--- src/hdl/sbusfr_pkg.sv ---
// Shared types and constants for the SBUS frame receiver.
// Used by the front, the frame queue, the channel emitter and the top level.
package sbusfr_pkg;

   // Frame layout
   localparam int unsigned FRAME_LAST_POS = 24;  // position of the end byte
   localparam int unsigned POS_W          = 5;
   localparam int unsigned DATA_BYTES     = 22;
   localparam int unsigned STORE_BYTES    = 23;  // data bytes plus flag byte
   localparam int unsigned FLAG_SLOT      = 22;
   localparam int unsigned DATA_BITS      = DATA_BYTES * 8;
   localparam int unsigned DATA_IDX_W     = $clog2(DATA_BITS);
   localparam int unsigned FAILSAFE_BIT   = 4;
   localparam int unsigned LOST_BIT       = 5;

   // Channel layout
   localparam int unsigned NUM_CHANNELS = 16;
   localparam int unsigned CHAN_IDX_W   = 4;
   localparam int unsigned CHAN_BITS    = 11;

   // Register file
   localparam int unsigned CSR_IDX_W  = 1;
   localparam int unsigned CSR_DATA_W = 8;
   localparam logic [CSR_IDX_W-1:0]  CSR_START_BYTE = 1'd0;
   localparam logic [CSR_IDX_W-1:0]  CSR_END_BYTE   = 1'd1;
   localparam logic [CSR_DATA_W-1:0] START_BYTE_RST = 8'h0F;
   localparam logic [CSR_DATA_W-1:0] END_BYTE_RST   = 8'h00;

   typedef struct packed {
      logic [CSR_DATA_W-1:0] start_byte;
      logic [CSR_DATA_W-1:0] end_byte;
   } cfg_type;

   // One good frame, ready for channel unpacking
   typedef struct packed {
      logic [DATA_BITS-1:0] data;
      logic                 failsafe;
      logic                 lost_flag;
   } frame_type;

   typedef struct packed {
      logic      valid;
      frame_type frame;
   } push_type;

   typedef struct packed {
      logic full;
      logic empty;
   } fifo_status_type;

endpackage

--- src/hdl/sbusfr_front.sv ---
// Front of the SBUS frame receiver: hunts for the start byte, stores the frame,
// checks the end byte and pushes good frames. Depends on sbusfr_pkg.
module sbusfr_front (
   input  logic                        clock,
   input  logic                        reset,
   input  sbusfr_pkg::cfg_type         cfg,
   input  logic                        req_valid,
   output logic                        req_stall,
   input  logic [7:0]                  req_rx_byte,
   input  sbusfr_pkg::fifo_status_type fifo_status,
   output sbusfr_pkg::push_type        push
);

   logic [sbusfr_pkg::POS_W-1:0] pos_ff;
   logic [sbusfr_pkg::POS_W-1:0] pos_in;
   logic [sbusfr_pkg::POS_W-1:0] wr_idx;
   logic [7:0]                   store_ff [sbusfr_pkg::STORE_BYTES];
   logic [7:0]                   store_in;
   logic                         accept;
   logic                         at_end;
   logic                         wr_en;

   // Hold the end byte while the queue has no room
   always_comb begin
      at_end    = pos_ff >= sbusfr_pkg::POS_W'(sbusfr_pkg::FRAME_LAST_POS);
      req_stall = at_end && fifo_status.full;
      accept    = req_valid && !req_stall;
   end

   // Advance the frame position
   always_comb begin
      pos_in = pos_ff;
      if (accept) begin
         if (pos_ff == '0) begin
            if (req_rx_byte == cfg.start_byte) begin
               pos_in = sbusfr_pkg::POS_W'(1);
            end
         end else if (!at_end) begin
            pos_in = pos_ff + sbusfr_pkg::POS_W'(1);
         end else begin
            pos_in = '0;
         end
      end
   end

   always_ff @(posedge clock) begin
      if (reset) begin
         pos_ff <= '0;
      end else begin
         pos_ff <= pos_in;
      end
   end

   // Store data and flag bytes; the start byte itself is not needed
   always_comb begin
      store_in = req_rx_byte;
      wr_en    = accept && (pos_ff != '0) && !at_end;
      wr_idx   = pos_ff - sbusfr_pkg::POS_W'(1);
   end

   always_ff @(posedge clock) begin
      for (int i = 0; i < sbusfr_pkg::STORE_BYTES; i++) begin
         if (wr_en && (wr_idx == sbusfr_pkg::POS_W'(i))) begin
            store_ff[i] <= store_in;
         end
      end
   end

   // Push the frame when the end byte matches, drop it otherwise
   always_comb begin
      push.valid = accept && at_end && (req_rx_byte == cfg.end_byte);
      for (int i = 0; i < sbusfr_pkg::DATA_BYTES; i++) begin
         push.frame.data[i*8 +: 8] = store_ff[i];
      end
      push.frame.failsafe  = store_ff[sbusfr_pkg::FLAG_SLOT][sbusfr_pkg::FAILSAFE_BIT];
      push.frame.lost_flag = store_ff[sbusfr_pkg::FLAG_SLOT][sbusfr_pkg::LOST_BIT];
   end

endmodule

--- src/hdl/sbusfr_fifo.sv ---
// Short frame queue between the front and the channel emitter.
// Depends on sbusfr_pkg for the frame and status types.
module sbusfr_fifo #(
   parameter int unsigned DEPTH = 2
) (
   input  logic                        clock,
   input  logic                        reset,
   input  sbusfr_pkg::push_type        push,
   input  logic                        pop,
   output sbusfr_pkg::frame_type       head,
   output sbusfr_pkg::fifo_status_type status
);

   localparam int unsigned PTR_W = $clog2(DEPTH);
   localparam int unsigned CNT_W = $clog2(DEPTH + 1);

   sbusfr_pkg::frame_type slot_ff [DEPTH];
   logic [PTR_W-1:0]      wr_ptr_ff;
   logic [PTR_W-1:0]      wr_ptr_in;
   logic [PTR_W-1:0]      rd_ptr_ff;
   logic [PTR_W-1:0]      rd_ptr_in;
   logic [CNT_W-1:0]      count_ff;
   logic [CNT_W-1:0]      count_in;
   logic                  do_push;
   logic                  do_pop;

   always_comb begin
      status.full  = count_ff == CNT_W'(DEPTH);
      status.empty = count_ff == '0;
      do_push      = push.valid && !status.full;
      do_pop       = pop && !status.empty;
      head         = slot_ff[rd_ptr_ff];
   end

   // Advance pointers with wrap at the queue depth
   always_comb begin
      wr_ptr_in = wr_ptr_ff;
      rd_ptr_in = rd_ptr_ff;
      count_in  = count_ff;
      if (do_push) begin
         wr_ptr_in = (wr_ptr_ff == PTR_W'(DEPTH - 1)) ? '0 : wr_ptr_ff + PTR_W'(1);
      end
      if (do_pop) begin
         rd_ptr_in = (rd_ptr_ff == PTR_W'(DEPTH - 1)) ? '0 : rd_ptr_ff + PTR_W'(1);
      end
      if (do_push && !do_pop) begin
         count_in = count_ff + CNT_W'(1);
      end else if (do_pop && !do_push) begin
         count_in = count_ff - CNT_W'(1);
      end
   end

   always_ff @(posedge clock) begin
      if (reset) begin
         wr_ptr_ff <= '0;
         rd_ptr_ff <= '0;
         count_ff  <= '0;
      end else begin
         wr_ptr_ff <= wr_ptr_in;
         rd_ptr_ff <= rd_ptr_in;
         count_ff  <= count_in;
      end
   end

   always_ff @(posedge clock) begin
      if (do_push) begin
         slot_ff[wr_ptr_ff] <= push.frame;
      end
   end

endmodule

--- src/hdl/sbusfr_emitter.sv ---
// Channel emitter: unpacks the queued frame into sixteen 11-bit channel results,
// one per cycle unless stalled, through an output register. Depends on sbusfr_pkg.
module sbusfr_emitter (
   input  logic                          clock,
   input  logic                          reset,
   input  sbusfr_pkg::frame_type         head,
   input  sbusfr_pkg::fifo_status_type   fifo_status,
   output logic                          pop,
   output logic                          rsp_valid,
   input  logic                          rsp_stall,
   output logic [sbusfr_pkg::CHAN_IDX_W-1:0] rsp_channel_index,
   output logic [sbusfr_pkg::CHAN_BITS-1:0]  rsp_channel_value,
   output logic                          rsp_failsafe,
   output logic                          rsp_frame_lost,
   output logic                          rsp_last_channel
);

   logic [sbusfr_pkg::CHAN_IDX_W-1:0] chan_ff;
   logic [sbusfr_pkg::CHAN_IDX_W-1:0] chan_in;
   logic [sbusfr_pkg::DATA_IDX_W-1:0] bit_off;
   logic                              out_free;
   logic                              emit;
   logic                              last;
   logic                              valid_ff;
   logic                              valid_in;
   logic [sbusfr_pkg::CHAN_IDX_W-1:0] index_ff;
   logic [sbusfr_pkg::CHAN_BITS-1:0]  value_ff;
   logic [sbusfr_pkg::CHAN_BITS-1:0]  value_in;
   logic                              failsafe_ff;
   logic                              lost_ff;
   logic                              last_ff;

   // Emit one channel whenever the output register is free or being taken
   always_comb begin
      out_free = !valid_ff || !rsp_stall;
      emit     = out_free && !fifo_status.empty;
      last     = chan_ff == sbusfr_pkg::CHAN_IDX_W'(sbusfr_pkg::NUM_CHANNELS - 1);
      pop      = emit && last;
      bit_off  = sbusfr_pkg::DATA_IDX_W'(chan_ff)
               * sbusfr_pkg::DATA_IDX_W'(sbusfr_pkg::CHAN_BITS);
      value_in = head.data[bit_off +: sbusfr_pkg::CHAN_BITS];
   end

   always_comb begin
      chan_in  = chan_ff;
      valid_in = valid_ff;
      if (emit) begin
         chan_in  = last ? '0 : chan_ff + sbusfr_pkg::CHAN_IDX_W'(1);
         valid_in = 1'b1;
      end else if (out_free) begin
         valid_in = 1'b0;
      end
   end

   always_ff @(posedge clock) begin
      if (reset) begin
         chan_ff  <= '0;
         valid_ff <= 1'b0;
      end else begin
         chan_ff  <= chan_in;
         valid_ff <= valid_in;
      end
   end

   // Load the result payload
   always_ff @(posedge clock) begin
      if (emit) begin
         index_ff    <= chan_ff;
         value_ff    <= value_in;
         failsafe_ff <= head.failsafe;
         lost_ff     <= head.lost_flag;
         last_ff     <= last;
      end
   end

   assign rsp_valid         = valid_ff;
   assign rsp_channel_index = index_ff;
   assign rsp_channel_value = value_ff;
   assign rsp_failsafe      = failsafe_ff;
   assign rsp_frame_lost    = lost_ff;
   assign rsp_last_channel  = last_ff;

endmodule

--- src/hdl/sbus_frame_receiver_top.sv ---
// On the end byte transfer the frame is written to the queue, and its first result
// then to the output register. A good frame gives sixteen results; bytes go in one per
// cycle; the end byte is held off only while the queue is full (FIFO_DEPTH frames).
// Reset: synchronous, clears frame position, queue and output valid; registers
// return to start byte 0x0F and end byte 0x00. No clearing pass is needed.
module sbus_frame_receiver_top #(
   parameter int unsigned FIFO_DEPTH = 2
) (
   input  logic                               clock,
   input  logic                               reset,
   input  logic                               csr_write_enable,
   input  logic [sbusfr_pkg::CSR_IDX_W-1:0]   csr_index,
   input  logic [sbusfr_pkg::CSR_DATA_W-1:0]  csr_write_data,
   input  logic                               req_valid,
   output logic                               req_stall,
   input  logic [7:0]                         req_rx_byte,
   output logic                               rsp_valid,
   input  logic                               rsp_stall,
   output logic [sbusfr_pkg::CHAN_IDX_W-1:0]  rsp_channel_index,
   output logic [sbusfr_pkg::CHAN_BITS-1:0]   rsp_channel_value,
   output logic                               rsp_failsafe,
   output logic                               rsp_frame_lost,
   output logic                               rsp_last_channel
);

   logic [sbusfr_pkg::CSR_DATA_W-1:0] start_byte_ff;
   logic [sbusfr_pkg::CSR_DATA_W-1:0] start_byte_in;
   logic [sbusfr_pkg::CSR_DATA_W-1:0] end_byte_ff;
   logic [sbusfr_pkg::CSR_DATA_W-1:0] end_byte_in;
   sbusfr_pkg::cfg_type               cfg;
   sbusfr_pkg::push_type              push;
   sbusfr_pkg::frame_type             head;
   sbusfr_pkg::fifo_status_type       fifo_status;
   logic                              pop;

   // Decode register writes
   always_comb begin
      start_byte_in = start_byte_ff;
      end_byte_in   = end_byte_ff;
      if (csr_write_enable) begin
         case (csr_index)
            sbusfr_pkg::CSR_START_BYTE: start_byte_in = csr_write_data;
            sbusfr_pkg::CSR_END_BYTE:   end_byte_in   = csr_write_data;
            default: begin
            end
         endcase
      end
   end

   always_ff @(posedge clock) begin
      if (reset) begin
         start_byte_ff <= sbusfr_pkg::START_BYTE_RST;
         end_byte_ff   <= sbusfr_pkg::END_BYTE_RST;
      end else begin
         start_byte_ff <= start_byte_in;
         end_byte_ff   <= end_byte_in;
      end
   end

   always_comb begin
      cfg.start_byte = start_byte_ff;
      cfg.end_byte   = end_byte_ff;
   end

   sbusfr_front u_front (
      .clock       (clock),
      .reset       (reset),
      .cfg         (cfg),
      .req_valid   (req_valid),
      .req_stall   (req_stall),
      .req_rx_byte (req_rx_byte),
      .fifo_status (fifo_status),
      .push        (push)
   );

   sbusfr_fifo #(
      .DEPTH (FIFO_DEPTH)
   ) u_fifo (
      .clock  (clock),
      .reset  (reset),
      .push   (push),
      .pop    (pop),
      .head   (head),
      .status (fifo_status)
   );

   sbusfr_emitter u_emitter (
      .clock             (clock),
      .reset             (reset),
      .head              (head),
      .fifo_status       (fifo_status),
      .pop               (pop),
      .rsp_valid         (rsp_valid),
      .rsp_stall         (rsp_stall),
      .rsp_channel_index (rsp_channel_index),
      .rsp_channel_value (rsp_channel_value),
      .rsp_failsafe      (rsp_failsafe),
      .rsp_frame_lost    (rsp_frame_lost),
      .rsp_last_channel  (rsp_last_channel)
   );

endmodule

--- config.mk ---
export PLATFORM = sky130hd
export DESIGN_NAME = sbus_frame_receiver_top
export DESIGN_NICKNAME = d
export VERILOG_FILES = /design/src/hdl/sbusfr_pkg.sv /design/src/hdl/sbusfr_front.sv /design/src/hdl/sbusfr_fifo.sv /design/src/hdl/sbusfr_emitter.sv /design/src/hdl/sbus_frame_receiver_top.sv
export SDC_FILE = /design/constraint.sdc
export NUM_CORES = 1
export LEC_CHECK = 0
export BUFFER_PORTS_ARGS = -buffer_cell sky130_fd_sc_hd__buf_2
export CAP_MARGIN = 5
export CORE_MARGIN = 2
export CORE_UTILIZATION = 38
export DETAILED_ROUTE_END_ITERATION = 16
export GPL_TIMING_DRIVEN = 0
export PLACE_DENSITY = 0.58
export SYNTH_ARGS = -nofsm -noshare
export SYNTH_HDL_FRONTEND = slang
export SYNTH_SLANG_ARGS = --single-unit
--- constraint.sdc ---
create_clock -name clock -period 9 [get_ports clock]
set_clock_uncertainty 0.2 [all_clocks]
set_input_delay 0.45 -clock clock [delete_from_list [all_inputs] [get_ports clock]]
set_output_delay 0.45 -clock clock [all_outputs]
set_load 0.03 [all_outputs]
==> flow_summary_export.csv, run 1 <==
group,metric,value,unit
cts,cts_tree,"built",
setup_path,crit_start,"req_rx_byte[5]",
sta,min_period_over_period,39.18,%
sta,drv_slew,0,
floorplan,ioPinCount,42,
sta,slew_headroom,26.13,%
power,p_leak,0.007788,µW
sta,max_freq,283.6,MHz
status,status,"completed",
synth,syn_area,21550,µm²
routing,dr.pass1.iters,5,
floorplan,dieArea,58640,µm²
floorplan,dieWidth,242.2,µm
synth,synth_seq_area_share,79.79,%
routing,antenna_left,0,
synth,ys_seq_elements,583,
synth,async_reset_ff_share,0,%
global_routing,overflow,0,
final_layout,nets,1320,
final_layout,final_area,25070,µm²
global_routing,met1_usage,21.83,%
cts,postCtsSetupRepairBufs,0,
routing,wirelength,47.85,mm
setup_path,cp-end-kind,"flop",
final_layout,final_common_cell,"edfxtp_1",
placed_design,io_buffers,41,
floorplan,core,56280,µm²
global_routing,busiest_layer,"met2",
power,power_density,220.5,nW/µm²
setup_path,reg2reg_slack,5.60,ns
synth,syn-num-nets,1200,
cts,cts.sink_count,583,
routing,vias_per_cell,5.093,
final_layout,final_cell_mix,"edfxtp_1, mux2i_1, clkbuf_16",
cts,post_cts_resized,0,
cts,cts.clk_slew.worst_paths,0.06,ns
final_layout,fillers,4839,
cts,h-tree-depth,2,
global_routing,grtUsageMet3,2.991,%
setup_path,crit_type,"input pin to flop",
setup_path,r2r-end,"u_front.store_ff[0][21]$_DFFE_PP_",
cts,cts-root-buf,"clkbuf_16",
placed_design,placed_cell_area,22950,µm²
global_routing,grt_pass1_vias,10850,
cts,insertion_delay,0.61,ns
synth,synthCells,1170,
placed_design,dpl.hpwl,29.53,mm
sta,finalSetupViolCount,0,
flow_run,maxCapViolations,0,
final_layout,drive_above_1_share,15.26,%
synth,synth-edff-count,552,
synth,avgSynthCellArea,18.42,µm²
cts,cts_max_path_buffers,3,
placed_design,dpl_worst_slack,4.728,ns
sta,fin_ws,5.474,ns
global_routing,grt_util_all_layers,16.23,%
synth,synth_cell_types,49,
routing,dr_total_vias,10670,
global_routing,grt_max_degree,63,
floorplan,rows,87,
routing,drt_iter0_markers,871,
final_layout,area_growth,16.31,%
global_routing,grt_pass1_wl,69.90,mm
sta,worst_slew_pin_slew,1.104,ns
sta,hold_viol,0,
setup_path,worstSetupEndpoint,"u_fifo.slot_ff[1][29]$_DFFE_PP_",
floorplan,start_util,38.30,%
setup_path,start_kind,"input pin",
setup_path,cp.required,9.07,ns
power,peakVddDrop,0.0001445,V
cts,cts.hold.buffers_added,11,
setup_path,reg2reg_from,"u_front.pos_ff[0]$_SDFFE_PP0P_",
global_routing,met2_usage,26.98,%
synth,synth-warning-count,0,
min_path,hp-class,"input pin to flop",
cts,cts-buffers-inserted,56,
floorplan,dieHeight,242.2,µm
setup_path,r2r_cells,8,
setup_path,crit_arrival,3.60,ns
synth,ys.flop_type,"edfxtp_1",
routing,routedWlPerCell,22.85,µm
placed_design,routabilityCongestion,0.7748,
sta,post-route-min-period,3.526,ns
routing,drc,0,
setup_path,cp_max_fo,62,
sta,rsz0062_at_grt,"no",
global_routing,antenna_found_initial,1,
through the flow:
stage | total power (µW) | TNS [ns] | cells | hold slack (ns) | util (%)
floorplan | 3015 | 0 | 1170 | 0.2215 | -
global placement | 3051 | -310.83 | 1967 | 0.2218 | 40.35
detailed placement | 3052 | 0 | 1977 | 0.2290 | 40.78
CTS | 5576 | 0 | 2093 | 0.09836 | 44.54
global route | 5682 | 0 | 2093 | 0.1448 | 44.54
finish | 5527 | 0 | 2094 | 0.1376 | 44.54
logic make-up after synthesis:
kind of cell | count (synthesis) | share of synthesized area [%]
AO/OA/AOI/OAI | 147 | 5.091
XOR/XNOR | 21 | 0.8534
adder cells (fa/ha/maj) | 8 | 0.4645
buffers and inverters | 57 | 1.562
flip-flops | 583 | 79.79
multiplexers | 171 | 7.954
AND/OR/NAND/NOR | 183 | 4.285
registers in the layout, summed over array words and instances, names as in the netlist, named ones only:
signal and flops:
u_fifo.slot_ff 356, u_fifo.wr_ptr_ff 1, u_front.store_ff 178, end_byte_ff 8
u_emitter.rsp_channel_index 4, u_emitter.rsp_channel_value 11, u_emitter.rsp_frame_lost 1, u_emitter.rsp_valid 1
u_emitter.chan_ff 4, start_byte_ff 8, u_emitter.rsp_failsafe 1, u_fifo.rd_ptr_ff 1
u_fifo.count_ff 2, u_emitter.rsp_last_channel 1, u_front.pos_ff 5
layer usage:
layer,vias to the layer above,routed length [µm]
li1,4856,-
met1,5451,20930
met2,289,23410
met3,69,2438
met4,0,1071
met5,-,0
synthesized netlist by cell type (3+ instances only):
| master | instances | area (µm²) |
|---|---|---|
| nor3_1 | 3 | 15.01 |
| dfxtp_1 | 31 | 620.6 |
| buf_4 | 20 | 150.1 |
| xnor2_1 | 9 | 78.83 |
| nand2_1 | 50 | 187.7 |
| a31oi_1 | 12 | 75.07 |
| nor2_1 | 31 | 116.4 |
| a21oi_1 | 33 | 165.2 |
| a211oi_1 | 11 | 82.58 |
| nand3b_1 | 4 | 30.03 |
| nand3_1 | 43 | 215.2 |
| xor2_1 | 12 | 105.1 |
| a22oi_1 | 55 | 412.9 |
| a2111oi_2 | 11 | 165.2 |
| edfxtp_1 | 552 | 16580 |
| buf_2 | 14 | 70.07 |
| and2_1 | 9 | 56.30 |
| a22o_1 | 11 | 96.34 |
| nor2b_1 | 21 | 131.4 |
| o21ai_1 | 3 | 15.01 |
| clkbuf_1 | 16 | 60.06 |
| mux2i_1 | 169 | 1692 |
| nand2b_1 | 3 | 18.77 |
| o21ai_0 | 3 | 15.01 |
| nand4_1 | 3 | 18.77 |
| or3_1 | 3 | 18.77 |
| ha_1 | 8 | 100.1 |
| buf_6 | 4 | 45.04 |
worst min-delay path by stage:
stage	from	to	depth (start not counted)
6_report	csr_index	start_byte_ff[5]$_SDFFE_PP0P_	5
5_1_grt	csr_index	start_byte_ff[5]$_SDFFE_PP0P_	5
4_1_cts	csr_index	start_byte_ff[5]$_SDFFE_PP0P_	5
3_5_place_dp	u_front.store_ff[1][51]$_DFFE_PP_	u_fifo.slot_ff[0][117]$_DFFE_PP_	0
3_3_place_gp	u_front.store_ff[0][38]$_DFFE_PP_	u_fifo.slot_ff[1][40]$_DFFE_PP_	0
2_1_floorplan	u_front.store_ff[2][53]$_DFFE_PP_	u_fifo.slot_ff[0][0]$_DFFE_PP_	0
cell type report:
type / count / area [µm²] / share of cell area (%)
Sequential cell: 583 / 17200 / 68.60
Buffer: 54 / 325.3 / 1.298
Antenna cell: 1 / 2.502 / 0.009983
Clock buffer: 75 / 1554 / 6.199
Timing Repair Buffer: 62 / 553.0 / 2.206
Multi-Input combinational cell: 530 / 4029 / 16.07
Clock inverter: 30 / 450.4 / 1.797
Inverter: 3 / 11.26 / 0.04492
Tap cell: 756 / 945.9 / 3.773
worst max-delay path: stages:
cell	delay, ns
buf_2	0.70
xnor2_1	0.20
nand4_1	0.18
nor4_4	0.43
and2_4	0.62
buf_16	0.29
buf_16	0.26
buf_16	0.32
power by group:
group | leakage, µW | switching, µW | internal [µW]
logic | 0.00159 | 40.3 | 14.6
registers | 0.00522 | 2.51 | 2940
clock network | 0.000971 | 1000 | 1530
total | 0.00779 | 1040 | 4480
Power figures use the tool's default switching activity.
==> run 2: changes to the inputs <==
--- a/config.mk
+++ b/config.mk
@@ -11,7 +11,7 @@
 export CORE_UTILIZATION = 38
 export DETAILED_ROUTE_END_ITERATION = 16
 export GPL_TIMING_DRIVEN = 0
-export PLACE_DENSITY = 0.58
+export PLACE_DENSITY = 0.56
 export SYNTH_ARGS = -nofsm -noshare
 export SYNTH_HDL_FRONTEND = slang
 export SYNTH_SLANG_ARGS = --single-unit
==> constraint.sdc (replaced) <==
create_clock -name clock -period 3.6 [get_ports clock]
set_clock_uncertainty 0.2 [all_clocks]
set_input_delay 0.18 -clock clock [delete_from_list [all_inputs] [get_ports clock]]
set_output_delay 0.18 -clock clock [all_outputs]
set_load 0.03 [all_outputs]
==> run 2 against run 1 <==
- via count shrank 0.24%
- count of clock-buffer cells in the layout grew 2
- sequential share of layout area grew 0.29 points
- total power grew 140%
- die area is the same
- sequential cell count is the same
- register-to-register slack lost 5.4 ns
- largest power group unchanged
==> flow_summary_export.csv, run 2 (synthesized netlist as in run 1, its figures left out) <==
group,metric,value,unit
global_routing,antenna_found_initial,2,
final_layout,regMostFlops,"u_fifo.slot_ff",
floorplan,core,56280,µm²
cts,cts.clk_slew.worst_paths,0.06,ns
final_layout,multi_input_area,4039,µm²
status,status,"completed",
cts,cts.sink_count,583,
floorplan,rows,87,
routing,wirelength,48.38,mm
placed_design,io_buffers,41,
routing,antenna_left,0,
final_layout,area_growth,15.86,%
floorplan,dieWidth,242.2,µm
global_routing,grt_util_all_layers,16.37,%
power,power_frac_seq,56.1,%
global_routing,overflow,0,
routing,vias_per_cell,5.045,
routing,routedWlPerCell,22.94,µm
final_layout,regArea,17200,µm²
power,comb_power_share,1.2,%
setup_path,crit_arrival,3.42,ns
power,p_int,10560,µW
power,peakVddDrop,0.0003277,V
final_layout,fillers,4843,
setup_path,cp_max_fo,8,
cts,postCtsSetupRepairBufs,0,
final_layout,nets,1338,
floorplan,dieHeight,242.2,µm
final_layout,largest_reg_flops,356,
setup_path,cp.required,3.62,ns
final_layout,diodes,0,
final_layout,drive_above_1_share,14.56,%
routing,drt_iter0_markers,904,
sta,finalSetupViolCount,0,
min_path,whs_path_depth,1,
power,power.share.switching,19.47,%
setup_path,crit_type,"flop to flop",
sta,drv_slew,0,
cts,insertion_delay,0.60,ns
routing,dr_total_vias,10640,
setup_path,reg2reg_slack,0.20,ns
power,power_density,525.2,nW/µm²
power,p_leak,0.007714,µW
cts,cts_max_path_buffers,3,
floorplan,ioPinCount,42,
power,clkPwrFrac,42.8,%
final_layout,final_common_cell,"edfxtp_1",
sta,hold_viol,0,
setup_path,r2r_cells,8,
cts,cts_tree,"built",
flow_run,maxCapViolations,0,
setup_path,cp-end-kind,"flop",
min_path,worstHoldEndpoint,"u_front.store_ff[2][39]$_DFFE_PP_",
routing,drc,0,
floorplan,start_util,38.30,%
min_path,hp-class,"input pin to flop",
power,switchingPower,2553,µW
setup_path,r2r-end,"u_front.store_ff[0][18]$_DFFE_PP_",
sta,rsz0062_at_grt,"no",
cts,cts-root-buf,"clkbuf_16",
setup_path,start_kind,"flop",
global_routing,grt_max_degree,55,
floorplan,dieArea,58640,µm²
sta,min_period_over_period,94.39,%
sta,slew_headroom,29.96,%
routing,dr.pass1.iters,5,
setup_path,reg2reg_from,"u_front.pos_ff[0]$_SDFFE_PP0P_",
cts,post_cts_resized,0,
placed_design,routabilityCongestion,0.7732,
power,finalPower,13110,µW
sta,post-route-min-period,3.398,ns
sta,worst_slew_pin_slew,1.047,ns
cts,cts-buffers-inserted,57,
placed_design,dpl.hpwl,29.96,mm
cts,cts.hold.buffers_added,28,
min_path,hp-start,"req_rx_byte[7]",
placed_design,dp_cells,1977,
global_routing,grt_pass1_wl,70.55,mm
global_routing,grt_pass1_vias,10840,
sta,max_freq,294.3,MHz
cts,h-tree-depth,2,
final_layout,instances_no_fill,2109,
final_layout,final_cell_mix,"edfxtp_1, mux2i_1, clkbuf_16",
## run 2: worst max path at each step
stage | start | to | slack (ns) | cells after the start
after floorplan | end_byte_ff[7]$_SDFFE_PP0P_ | u_fifo.slot_ff[0][0]$_DFFE_PP_ | -0.71 | 4
after global placement | req_rx_byte[5] | u_fifo.slot_ff[0][23]$_DFFE_PP_ | -3.30 | 5
after detailed placement | req_rx_byte[2] | u_fifo.slot_ff[1][23]$_DFFE_PP_ | -0.40 | 8
after CTS | u_front.pos_ff[0]$_SDFFE_PP0P_ | u_front.store_ff[0][21]$_DFFE_PP_ | 0.18 | 8
after global routing | u_front.pos_ff[0]$_SDFFE_PP0P_ | u_front.store_ff[0][21]$_DFFE_PP_ | 0.01 | 8
final | u_front.pos_ff[0]$_SDFFE_PP0P_ | u_front.store_ff[0][18]$_DFFE_PP_ | 0.20 | 8
## run 2: area by class of cell
type,instances,area share (%)
multi-input combinational,530,16.17
buffer,54,1.303
inverter,3,0.04510
clock inverter,27,0.8418
tap,756,3.788
timing repair buffer,79,2.866
clock buffer,77,6.093
sequential,583,68.89
## run 2: worst max-delay path: stages (launching register included)
cell and delay (ns):
dfxtp_1 0.54, inv_1 0.21, ha_1 0.24, buf_2 0.16, or2_2 0.30, a21oi_1 0.14
o21a_1 0.17, nand2_1 0.20, nor2_1 0.84
## run 2: layer usage
layer	GRT usage, %	share of wire [%]	up-vias
met3	2.902	4.7	75
met2	27.56	49	261
met5	0	0	-
met4	4.684	2.3	0
li1	-	-	4895
met1	21.84	44	5408
## run 2: power groups by stage
stage | clock network, µW | registers, µW | logic [µW]
2_1_floorplan | 0 | 7500 | 40.1
3_3_place_gp | 0 | 7500 | 131
3_5_place_dp | 0 | 7500 | 132
4_1_cts | 5720 | 7350 | 154
5_1_grt | 5990 | 7350 | 164
6_report | 5610 | 7350 | 151
## run 2: stage by stage
stage,hold WS [ns],setup TNS (ns),setup slack (ns),cell area [µm²],util (%)
global route,0.02167,0,0.01421,24970,44.37
global placement,0.2217,-1025.66,-3.304,22730,40.38
floorplan,0.07887,-164.94,-0.7072,21580,-
finish,0.01475,0,0.2020,24970,44.37
CTS,0.01921,0,0.1768,24970,44.37
detailed placement,0.2212,-22.37,-0.3978,22960,40.79
